[src/hw/rtl/tpmas_pkg.sv]
package tpmas_pkg;

    localparam int TOKEN_W  = 32;
    localparam int END_W    = 32;
    localparam int DIGEST_W = 64;
    localparam int LENGTH_W = 32;

    localparam int FIRST_TOKEN_LSB  = 0;
    localparam int SECOND_TOKEN_LSB = FIRST_TOKEN_LSB + TOKEN_W;
    localparam int FIRST_START_BIT  = SECOND_TOKEN_LSB + TOKEN_W;
    localparam int FIRST_END_LSB    = FIRST_START_BIT + 1;
    localparam int FIRST_DIG_LSB    = FIRST_END_LSB + END_W;
    localparam int SECOND_START_BIT = FIRST_DIG_LSB + DIGEST_W;
    localparam int SECOND_END_LSB   = SECOND_START_BIT + 1;
    localparam int SECOND_DIG_LSB   = SECOND_END_LSB + END_W;
    localparam int IN_USED_W        = SECOND_DIG_LSB + DIGEST_W;
    localparam int IN_DATA_W        = ((IN_USED_W + 7) / 8) * 8;

    typedef struct packed {
        logic                order_error;
        logic [LENGTH_W-1:0] length;
    } result_t;

endpackage

[src/hw/rtl/token_prefix_match_atomic_spans_unit.sv]
// Only a final position or an empty pair yields a result, registered into the output stage.
// Throughput: one item per cycle while the skid entry is empty (s_tready high).
// A two-entry output stage lets input items flow while one result waits to be taken.
// Reset (aresetn low at a clock edge) clears the matching state and empties the output stage.
module token_prefix_match_atomic_spans_unit #(
    parameter int CURSOR_BITS = 32
) (
    input  logic                           aclk,
    input  logic                           aresetn,
    input  logic                           s_tvalid,
    output logic                           s_tready,
    // first_token, second_token, first_span_starts, first_span_end, first_span_digest,
    // second_span_starts, second_span_end, second_span_digest, zero padding
    input  logic [tpmas_pkg::IN_DATA_W-1:0] s_tdata,
    input  logic                           s_tlast,
    // empty_pair
    input  logic                           s_tuser,
    output logic                           m_tvalid,
    input  logic                           m_tready,
    // shared_length
    output logic [tpmas_pkg::LENGTH_W-1:0] m_tdata,
    // span_order_error
    output logic                           m_tuser
);

    typedef logic [CURSOR_BITS-1:0] cursor_t;

    logic                            still_matching_reg, still_matching_next;
    cursor_t                         match_count_reg, match_count_next;
    cursor_t                         position_count_reg, position_count_next;
    cursor_t                         open_span_begin_reg, open_span_begin_next;
    cursor_t                         open_span_end_reg, open_span_end_next;
    cursor_t                         first_previous_end_reg, first_previous_end_next;
    cursor_t                         second_previous_end_reg, second_previous_end_next;
    logic                            order_fault_reg, order_fault_next;

    logic                            out_valid_reg, skid_valid_reg;
    tpmas_pkg::result_t              out_data_reg, skid_data_reg;

    logic [tpmas_pkg::TOKEN_W-1:0]   first_token, second_token;
    logic [tpmas_pkg::DIGEST_W-1:0]  first_digest, second_digest;
    logic                            first_starts, second_starts;
    cursor_t                         first_end, second_end;
    logic                            in_fire, out_fire, res_valid, agree;
    cursor_t                         pos_inc;
    cursor_t                         length_value;
    tpmas_pkg::result_t              res;

    assign first_token   = s_tdata[tpmas_pkg::FIRST_TOKEN_LSB +: tpmas_pkg::TOKEN_W];
    assign second_token  = s_tdata[tpmas_pkg::SECOND_TOKEN_LSB +: tpmas_pkg::TOKEN_W];
    assign first_starts  = s_tdata[tpmas_pkg::FIRST_START_BIT];
    assign second_starts = s_tdata[tpmas_pkg::SECOND_START_BIT];
    assign first_end     = s_tdata[tpmas_pkg::FIRST_END_LSB +: CURSOR_BITS];
    assign second_end    = s_tdata[tpmas_pkg::SECOND_END_LSB +: CURSOR_BITS];
    assign first_digest  = s_tdata[tpmas_pkg::FIRST_DIG_LSB +: tpmas_pkg::DIGEST_W];
    assign second_digest = s_tdata[tpmas_pkg::SECOND_DIG_LSB +: tpmas_pkg::DIGEST_W];

    assign s_tready  = !skid_valid_reg;
    assign in_fire   = s_tvalid && s_tready;
    assign out_fire  = out_valid_reg && m_tready;
    assign res_valid = in_fire && (s_tuser || s_tlast);

    assign m_tvalid = out_valid_reg;
    assign m_tdata  = out_data_reg.length;
    assign m_tuser  = out_data_reg.order_error;

    assign pos_inc = (&position_count_reg) ? position_count_reg : position_count_reg + 1'b1;

    always_comb begin
        agree = (first_token == second_token) && (first_starts == second_starts);
        if (first_starts) begin
            agree = agree && (first_end == second_end) && (first_digest == second_digest);
        end

        still_matching_next      = still_matching_reg;
        match_count_next         = match_count_reg;
        open_span_begin_next     = open_span_begin_reg;
        open_span_end_next       = open_span_end_reg;
        first_previous_end_next  = first_previous_end_reg;
        second_previous_end_next = second_previous_end_reg;
        order_fault_next         = order_fault_reg;
        position_count_next      = pos_inc;

        if (first_starts) begin
            if (first_end <= position_count_reg || position_count_reg < first_previous_end_reg)
            begin
                order_fault_next = 1'b1;
            end
            first_previous_end_next = first_end;
        end
        if (second_starts) begin
            if (second_end <= position_count_reg || position_count_reg < second_previous_end_reg)
            begin
                order_fault_next = 1'b1;
            end
            second_previous_end_next = second_end;
        end

        if (still_matching_reg) begin
            if (agree) begin
                match_count_next = pos_inc;
                if (first_starts) begin
                    open_span_begin_next = position_count_reg;
                    open_span_end_next   = first_end;
                end
            end else begin
                still_matching_next = 1'b0;
            end
        end

        length_value = match_count_next;
        if (open_span_begin_next < length_value && length_value < open_span_end_next) begin
            length_value = open_span_begin_next;
        end

        if (s_tuser) begin
            res.length      = '0;
            res.order_error = 1'b0;
        end else begin
            res.length      = tpmas_pkg::LENGTH_W'(length_value);
            res.order_error = order_fault_next;
        end
    end

    always_ff @(posedge aclk) begin
        if (!aresetn) begin
            still_matching_reg      <= 1'b1;
            match_count_reg         <= '0;
            position_count_reg      <= '0;
            open_span_begin_reg     <= '0;
            open_span_end_reg       <= '0;
            first_previous_end_reg  <= '0;
            second_previous_end_reg <= '0;
            order_fault_reg         <= 1'b0;
            out_valid_reg           <= 1'b0;
            skid_valid_reg          <= 1'b0;
        end else begin
            if (in_fire) begin
                if (s_tuser || s_tlast) begin
                    still_matching_reg      <= 1'b1;
                    match_count_reg         <= '0;
                    position_count_reg      <= '0;
                    open_span_begin_reg     <= '0;
                    open_span_end_reg       <= '0;
                    first_previous_end_reg  <= '0;
                    second_previous_end_reg <= '0;
                    order_fault_reg         <= 1'b0;
                end else begin
                    still_matching_reg      <= still_matching_next;
                    match_count_reg         <= match_count_next;
                    position_count_reg      <= position_count_next;
                    open_span_begin_reg     <= open_span_begin_next;
                    open_span_end_reg       <= open_span_end_next;
                    first_previous_end_reg  <= first_previous_end_next;
                    second_previous_end_reg <= second_previous_end_next;
                    order_fault_reg         <= order_fault_next;
                end
            end

            if (!out_valid_reg || out_fire) begin
                if (skid_valid_reg) begin
                    out_valid_reg  <= 1'b1;
                    out_data_reg   <= skid_data_reg;
                    skid_valid_reg <= 1'b0;
                end else if (res_valid) begin
                    out_valid_reg <= 1'b1;
                    out_data_reg  <= res;
                end else begin
                    out_valid_reg <= 1'b0;
                end
            end else if (res_valid) begin
                skid_valid_reg <= 1'b1;
                skid_data_reg  <= res;
            end
        end
    end

    a_skid_implies_out: assert property (@(posedge aclk) disable iff (!aresetn)
        skid_valid_reg |-> out_valid_reg)
        else $error("Skid entry held while the output register is empty.");

    a_match_within_positions: assert property (@(posedge aclk) disable iff (!aresetn)
        match_count_reg <= position_count_reg)
        else $error("Match count runs ahead of the position count.");

    a_span_begin_within_match: assert property (@(posedge aclk) disable iff (!aresetn)
        open_span_begin_reg <= match_count_reg)
        else $error("Matched span begins beyond the matched length.");

    a_empty_pair_result: assert property (@(posedge aclk) disable iff (!aresetn)
        (in_fire && s_tuser && (!out_valid_reg || m_tready))
        |=> (m_tvalid && m_tdata == '0 && !m_tuser))
        else $error("Empty pair did not give a zero result in the next cycle.");

    a_state_cleared_after_result: assert property (@(posedge aclk) disable iff (!aresetn)
        res_valid |=> (position_count_reg == '0 && still_matching_reg && !order_fault_reg))
        else $error("Matching state not cleared after a result.");

endmodule
[config.mk]
export PLATFORM = sky130hd
export DESIGN_NAME = token_prefix_match_atomic_spans_unit
export DESIGN_NICKNAME = d
export VERILOG_FILES = /design/src/hw/rtl/tpmas_pkg.sv /design/src/hw/rtl/token_prefix_match_atomic_spans_unit.sv
export SDC_FILE = /design/constraint.sdc
export NUM_CORES = 1
export LEC_CHECK = 0
export BUFFER_PORTS_ARGS = -buffer_cell sky130_fd_sc_hd__buf_2
export CORE_ASPECT_RATIO = 2
export CORE_MARGIN = 5
export CORE_UTILIZATION = 59
export CTS_BUF_LIST = sky130_fd_sc_hd__clkbuf_2
export CTS_CLUSTER_DIAMETER = 50
export DETAILED_ROUTE_END_ITERATION = 6
export PLACE_DENSITY = 0.93
export SETUP_SLACK_MARGIN = 0.15
export SLEW_MARGIN = 20
export SYNTH_ARGS = -nofsm -noshare
export SYNTH_HDL_FRONTEND = slang
export SYNTH_SLANG_ARGS = --single-unit
[constraint.sdc]
create_clock -name aclk -period 11.4 [get_ports aclk]
set_input_delay 1.14 -clock aclk [delete_from_list [all_inputs] [get_ports aclk]]
set_output_delay 1.14 -clock aclk [all_outputs]
set_load 0.02 [all_outputs]
---- Yosys cells after proc, flatten, opt, wreduce, memory -nomap -nowiden ----
Index checks and enable logic that the tools add are counted.
word-level totals
  bits in registers ....................... 262
  input port bits ......................... 270
  output and inout bits ................... 35
  word-level logic and storage cells ...... 81
operators by class
  add/sub/neg operators ................... 1
  order comparisons ....................... 6
  eq/ne operators ......................... 4
  muxes and demuxes ....................... 32
  bitwise gates (word level) .............. 2
  reduce and logical (&&, ||, !) cells .... 22
operators by type and width
  kind                     number
  $mux W32                 18
  $lt A32 B32 Y1           4
  $mux W33                 3
  $eq A32 B32 Y1           2
  $eq A64 B64 Y1           1
  $le A32 B32 Y1           2
  $add A32 B1 Y32 const B  1
  $reduce_and A32 Y1       1
  $mux W1                  11
  $logic_and A1 B1 Y1      7
  $reduce_and A3 Y1        2
  $reduce_bool A2 Y1       3
  $logic_or A1 B1 Y1       4
  $reduce_and A2 Y1        2
  $logic_not A1 Y1         2
  $not A1 Y1               2
  $reduce_or A2 Y1         1
  $eq A1 B1 Y1             1

---- Longest topological paths before layout ----
  depth after elaboration ................. 13
  depth in mapped cells ................... 25

---- Worst setup path before layout ----
OpenSTA, ideal clock, no wires.
  kind .................................... in2reg
  start ................................... input s_tdata[230] (netlist bit)
  end ..................................... register out_data_reg (netlist bit m_tdata[27]), data pin
  setup time .............................. 0.180 ns
  arrival time ............................ 5.487 ns
  data required time ...................... 11.220 ns
  slack ................................... 5.733 ns
  stages on the path ...................... 24
  path through ............................ xor2_1 nor4_1 nand4_1 nor4_4 a21boi_1 nand2b_1 clkbuf_1 clkbuf_1 nand2_1 o21ai_1 ha_1 a21o_1 a21o_1 a21oi_1 o21ai_0 a21o_1 a21oi_1 a2111oi_0 o211ai_1 a21o_1 buf_2 buf_1 a21oi_1 o41ai_2
between the ends
  longest elaborated chain between the ends .. 11
ends and longest elaborated chain
  what                     RTL line                                     source
  start, declared          token_prefix_match_atomic_spans_unit.sv:14   input logic [tpmas_pkg::IN_DATA_W-1:0] s_tdata,
  $eq A64 B64 Y1 (*)       token_prefix_match_atomic_spans_unit.sv:72   agree = agree && (first_end == second_end) && (first_digest == second_digest);
  $logic_and A1 B1 Y1 (*)  token_prefix_match_atomic_spans_unit.sv:72
  $mux W1 (*)              token_prefix_match_atomic_spans_unit.sv:71   if (first_starts) begin
  $mux W32                 token_prefix_match_atomic_spans_unit.sv:100  if (agree) begin
  $mux W32                 token_prefix_match_atomic_spans_unit.sv:99   if (still_matching_reg) begin
  $lt A32 B32 Y1           token_prefix_match_atomic_spans_unit.sv:112  if (open_span_begin_next < length_value && length_value < open_span_end_next) begin
  $logic_and A1 B1 Y1      token_prefix_match_atomic_spans_unit.sv:112
  $mux W32 (*)             token_prefix_match_atomic_spans_unit.sv:112
  $mux W33 (*)             token_prefix_match_atomic_spans_unit.sv:116  if (s_tuser) begin
  $mux W33 (*)             token_prefix_match_atomic_spans_unit.sv:165  end else if (res_valid) begin
  $mux W33 (*)             token_prefix_match_atomic_spans_unit.sv:161  if (skid_valid_reg) begin
  end signal, assigned     token_prefix_match_atomic_spans_unit.sv:163  out_data_reg <= skid_data_reg;
  end signal, assigned     token_prefix_match_atomic_spans_unit.sv:167  out_data_reg <= res;
  end, declared            token_prefix_match_atomic_spans_unit.sv:38   tpmas_pkg::result_t out_data_reg, skid_data_reg;
Every way passes the cells marked *; elsewhere a longest branch is shown, timed or not. The select of a mux whose other input is x is not followed.
A chain may end at the register's enable or synchronous reset.

---- Final worst setup path ----
  start ................................... input s_tdata[68] (netlist bit)
  end ..................................... register out_data_reg (netlist bit m_tdata[8]), data pin
between the ends
  longest elaborated chain between the ends .. 12
ends and longest elaborated chain
  what                              RTL line
  $eq A32 B32 Y1                    token_prefix_match_atomic_spans_unit.sv:72
  $logic_and A1 B1 Y1 (2 in a row)  token_prefix_match_atomic_spans_unit.sv:72
  $mux W1                           token_prefix_match_atomic_spans_unit.sv:71
  $mux W32                          token_prefix_match_atomic_spans_unit.sv:100
  $mux W32                          token_prefix_match_atomic_spans_unit.sv:99
  $lt A32 B32 Y1                    token_prefix_match_atomic_spans_unit.sv:112
  $logic_and A1 B1 Y1               token_prefix_match_atomic_spans_unit.sv:112
  $mux W32 (*)                      token_prefix_match_atomic_spans_unit.sv:112
  $mux W33 (*)                      token_prefix_match_atomic_spans_unit.sv:116
  $mux W33 (*)                      token_prefix_match_atomic_spans_unit.sv:165
  $mux W33 (*)                      token_prefix_match_atomic_spans_unit.sv:161
Marks and branches as above.

==> impl_metrics.toml <==
[job]
maxCapViolCount = 0

[yosys]
synth_seq_cells = 262
synth_edf_count = 66
yosys_most_used_dff = "dfxtp_1"
yosysTopAreaCell = "dfxtp_1"
ys_types = 65
ys_seq_area_frac = 0.322
ys_warn_count = 0
syn-cell-area_sq_mm = 0.0183
synthTopCellsByArea = "dfxtp_1 21%, ha_1 13%, edfxtp_1 11%, a22oi_1 5.7%, nor2b_1 5.6%"
yosysTopAreaCellShare = 0.214
async_flop_share = 0
synth_fp_nets = 2565
synth_cells = 2109
syn_area_per_cell_sq_um = 8.70

[power_and_ir_drop]
power.density_mw_per_mm2 = 90.2
pwr-share-clk = 0.342
power_switching_share = 0.303
p_sw_mw = 0.563
power_leakage_nw = 8.23
ir_worst_vdd_v = 0.0000621
finalPower_mw = 1.86
pwr-share-seq = 0.519
p_int_mw = 1.30
p_comb_frac = 0.140

[cts]
cts-hold-fix-buffers = 0
worstSkewPairLatency_ps = 970
cts_setup_buffers = 0
clockBufferDepth = 3
numCtsBuffers = 57
h-tree-depth = 2
clock_sinks = 262
cts.root.buffer_cell = "clkbuf_2"
cts_tree = "yes"
cts.repair.resized = 0
clk_pin_slew_ps = 120

[routing]
first_iter_violations = 1527
firstDrtPassIters = 7
vias_per_cell = 6.24
vias = 17445
finalWirelength_um = 57900
routedWlPerCell_um = 20.7
drt.antenna.violating_nets = 0
drc = 1

[outcome]
violations = "design-rule violations"
status = "complete, but fails checks"

[cells_and_area]
design_area_sq_mm = 0.0206
fin_cells = 2796
syn_to_final_growth_pct = 12.3
multiInputGateArea_sq_mm = 0.0115
num-fill-cells = 2464
regArea_sq_mm = 0.00591
largest_register_ffs = 33
drive_above_1_share = 0.196
final_net_count = 2823

[place]
gp_congestion = 0.944
hpwl_um = 44500
placedCellCount = 2680
placed_cell_area_sq_mm = 0.0200
pre_cts_ws_ps = 3030
numPortBuffers = 298

[global_routing]
grt_overflow_total = 0
use_met3 = 0.0411
antenna_found_initial = 10
busiest_layer = "met2"
grt_max_degree = 101
grt_pass1_vias = 17421
track_usage = 0.323
grt_pass1_wl_um = 90300
grt_util_met2 = 0.561
use_met1 = 0.357

[worst_setup_path]
ff2ff_path_depth = 23
crit_arrival_ps = 8130
worst-setup-path-type = "primary input to flop"
crit_required_ps = 12130
path_max_fanout = 60
critPathCaptureType = "flop"
start_kind = "primary input"
ff2ff_setup_slack_ps = 4300
r2r-end = "m_tdata[27]$_DFFE_PP_"
r2r-start = "position_count_reg[0]$_SDFFE_PN0P_"

[timing]
worst_pin_slew_ps = 1150
slew_violations = 0
hold_violations = 0
rsz0062_at_grt = "false"
fmax_mhz = 135
tns_ps = 0
period_share = 0.649
setup_viol = 0
worst_slew_margin_rel = 0.216
skew_ps = 60.3
finalWorstSetupSlack_ps = 4010
fin_crit_ps = 7390

[floorplanning]
start_util = 0.597
die_h_um = 259
core_sq_mm = 0.0307
design.portCount = 305
die_width_um = 135
std_cell_rows = 91
dieArea_sq_mm = 0.0349

[worst_hold_path]
hold_depth = 3
min_to = "skid_valid_reg$_SDFFE_PP0P_"
hp-class = "primary input to flop"
hp-start = "m_tready"
worst max path at each step:
stage                                 end         start  cells past startpoint  slack [ps]
global route         m_tdata[8]$_DFFE_PP_   s_tdata[68]                     19        3900
finish               m_tdata[8]$_DFFE_PP_   s_tdata[68]                     19        4010
floorplan           m_tdata[27]$_DFFE_PP_  s_tdata[230]                     24        5730
CTS                  m_tdata[8]$_DFFE_PP_  s_tdata[205]                     19        4050
global placement    m_tdata[10]$_DFFE_PP_   s_tdata[68]                     19        3110
detailed placement   m_tdata[8]$_DFFE_PP_  s_tdata[205]                     19        3030
routing by layer:
metal	up-vias	routed length [um]
met3	239	4240
met2	966	28700
li1	8153	-
met4	0	4710
met1	8087	20200
met5	-	0
worst max-delay path, stage by stage:
cell      delay (ps)
buf_2            160
xor2_1           190
nor4_1           710
nand4_1          490
nor4_2           480
nand4_4          660
buf_4            590
o21ai_0          690
ha_1             250
nand4_1          130
nor2_1           330
o21ai_0          180
a31oi_1          460
a41o_1           320
o31a_1           250
a221o_1          170
buf_4            320
nor2_1           140
o311ai_0         380
cell usage after synthesis, types with 3 or more instances:
| library cell | instances |
|---|---|
| a2111oi_0 | 4 |
| a211oi_1 | 4 |
| a21boi_0 | 11 |
| a21o_1 | 59 |
| a21oi_1 | 71 |
| a21oi_2 | 21 |
| a22oi_1 | 139 |
| a31oi_1 | 4 |
| and2_1 | 32 |
| and3_1 | 7 |
| and4_1 | 6 |
| buf_1 | 5 |
| buf_2 | 5 |
| buf_6 | 3 |
| clkbuf_1 | 105 |
| dfxtp_1 | 196 |
| edfxtp_1 | 66 |
| ha_1 | 186 |
| inv_1 | 130 |
| mux2_2 | 4 |
| mux2i_1 | 31 |
| nand2_1 | 177 |
| nand2b_1 | 17 |
| nand3_1 | 38 |
| nand4_1 | 62 |
| nor2_1 | 53 |
| nor2b_1 | 163 |
| nor3_1 | 81 |
| nor4_1 | 36 |
| o211ai_1 | 3 |
| o21a_1 | 19 |
| o21ai_0 | 123 |
| o21ai_1 | 22 |
| o311ai_0 | 3 |
| o41ai_1 | 5 |
| o41ai_2 | 24 |
| or2_2 | 3 |
| xnor2_1 | 71 |
| xor2_1 | 88 |
metrics by stage:
stage	utilization	hold slack, ps
after floorplan	-	488
after global placement	0.651	502
after detailed placement	0.651	506
after CTS	0.669	434
after global routing	0.670	466
final	0.670	496
logic make-up (layout without fill, tap and decap cells):
| group | Yosys count | count (layout) | synth area share |
|---|---|---|---|
| xor gates and xnor gates | 159 | 159 | 0.0759 |
| and+or+nand+nor | 686 | 686 | 0.198 |
| DFF | 262 | 262 | 0.322 |
| buffers and inverters | 248 | 553 | 0.0523 |
| adders and majority gates | 188 | 188 | 0.128 |
| other | 0 | 10 | 0 |
| muxes | 38 | 38 | 0.0217 |
| AOI/OAI and AO/OA | 528 | 528 | 0.202 |
layout make-up:
cell class	count	share of cell area
well taps	372	0.0226
clock buffers	77	0.0187
multi-input cells	1599	0.559
inverters	130	0.0237
diodes	10	0.00121
flip-flops and latches	262	0.287
clock inverters	29	0.00826
repair buffers	317	0.0794
power groups by stage:
stage / logic, mW / registers, mW / clock network, mW
finish: 0.260 / 0.964 / 0.635
CTS: 0.258 / 0.965 / 0.640
detailed placement: 0.256 / 0.986 / 0
global placement: 0.250 / 0.985 / 0
floorplan: 0.128 / 0.991 / 0
global route: 0.279 / 0.966 / 0.681
layout by cell type (no fill, tap or decap), types with 22 or more instances in the layout:
cell      instances
buf_2           297
nand3_1          38
nor3_1           80
a21o_1           59
a22oi_1         139
nand2_1         176
clkbuf_2         77
o41ai_2          24
and2_1           32
nand4_1          62
ha_1            186
xor2_1           88
clkinv_1         22
edfxtp_1         66
xnor2_1          71
o21ai_0         123
inv_1           130
dfxtp_1         195
nor2_1           50
nor4_1           36
mux2i_1          31
a21oi_1          71
nor2b_1         163
(Power assumes the default switching activity.)
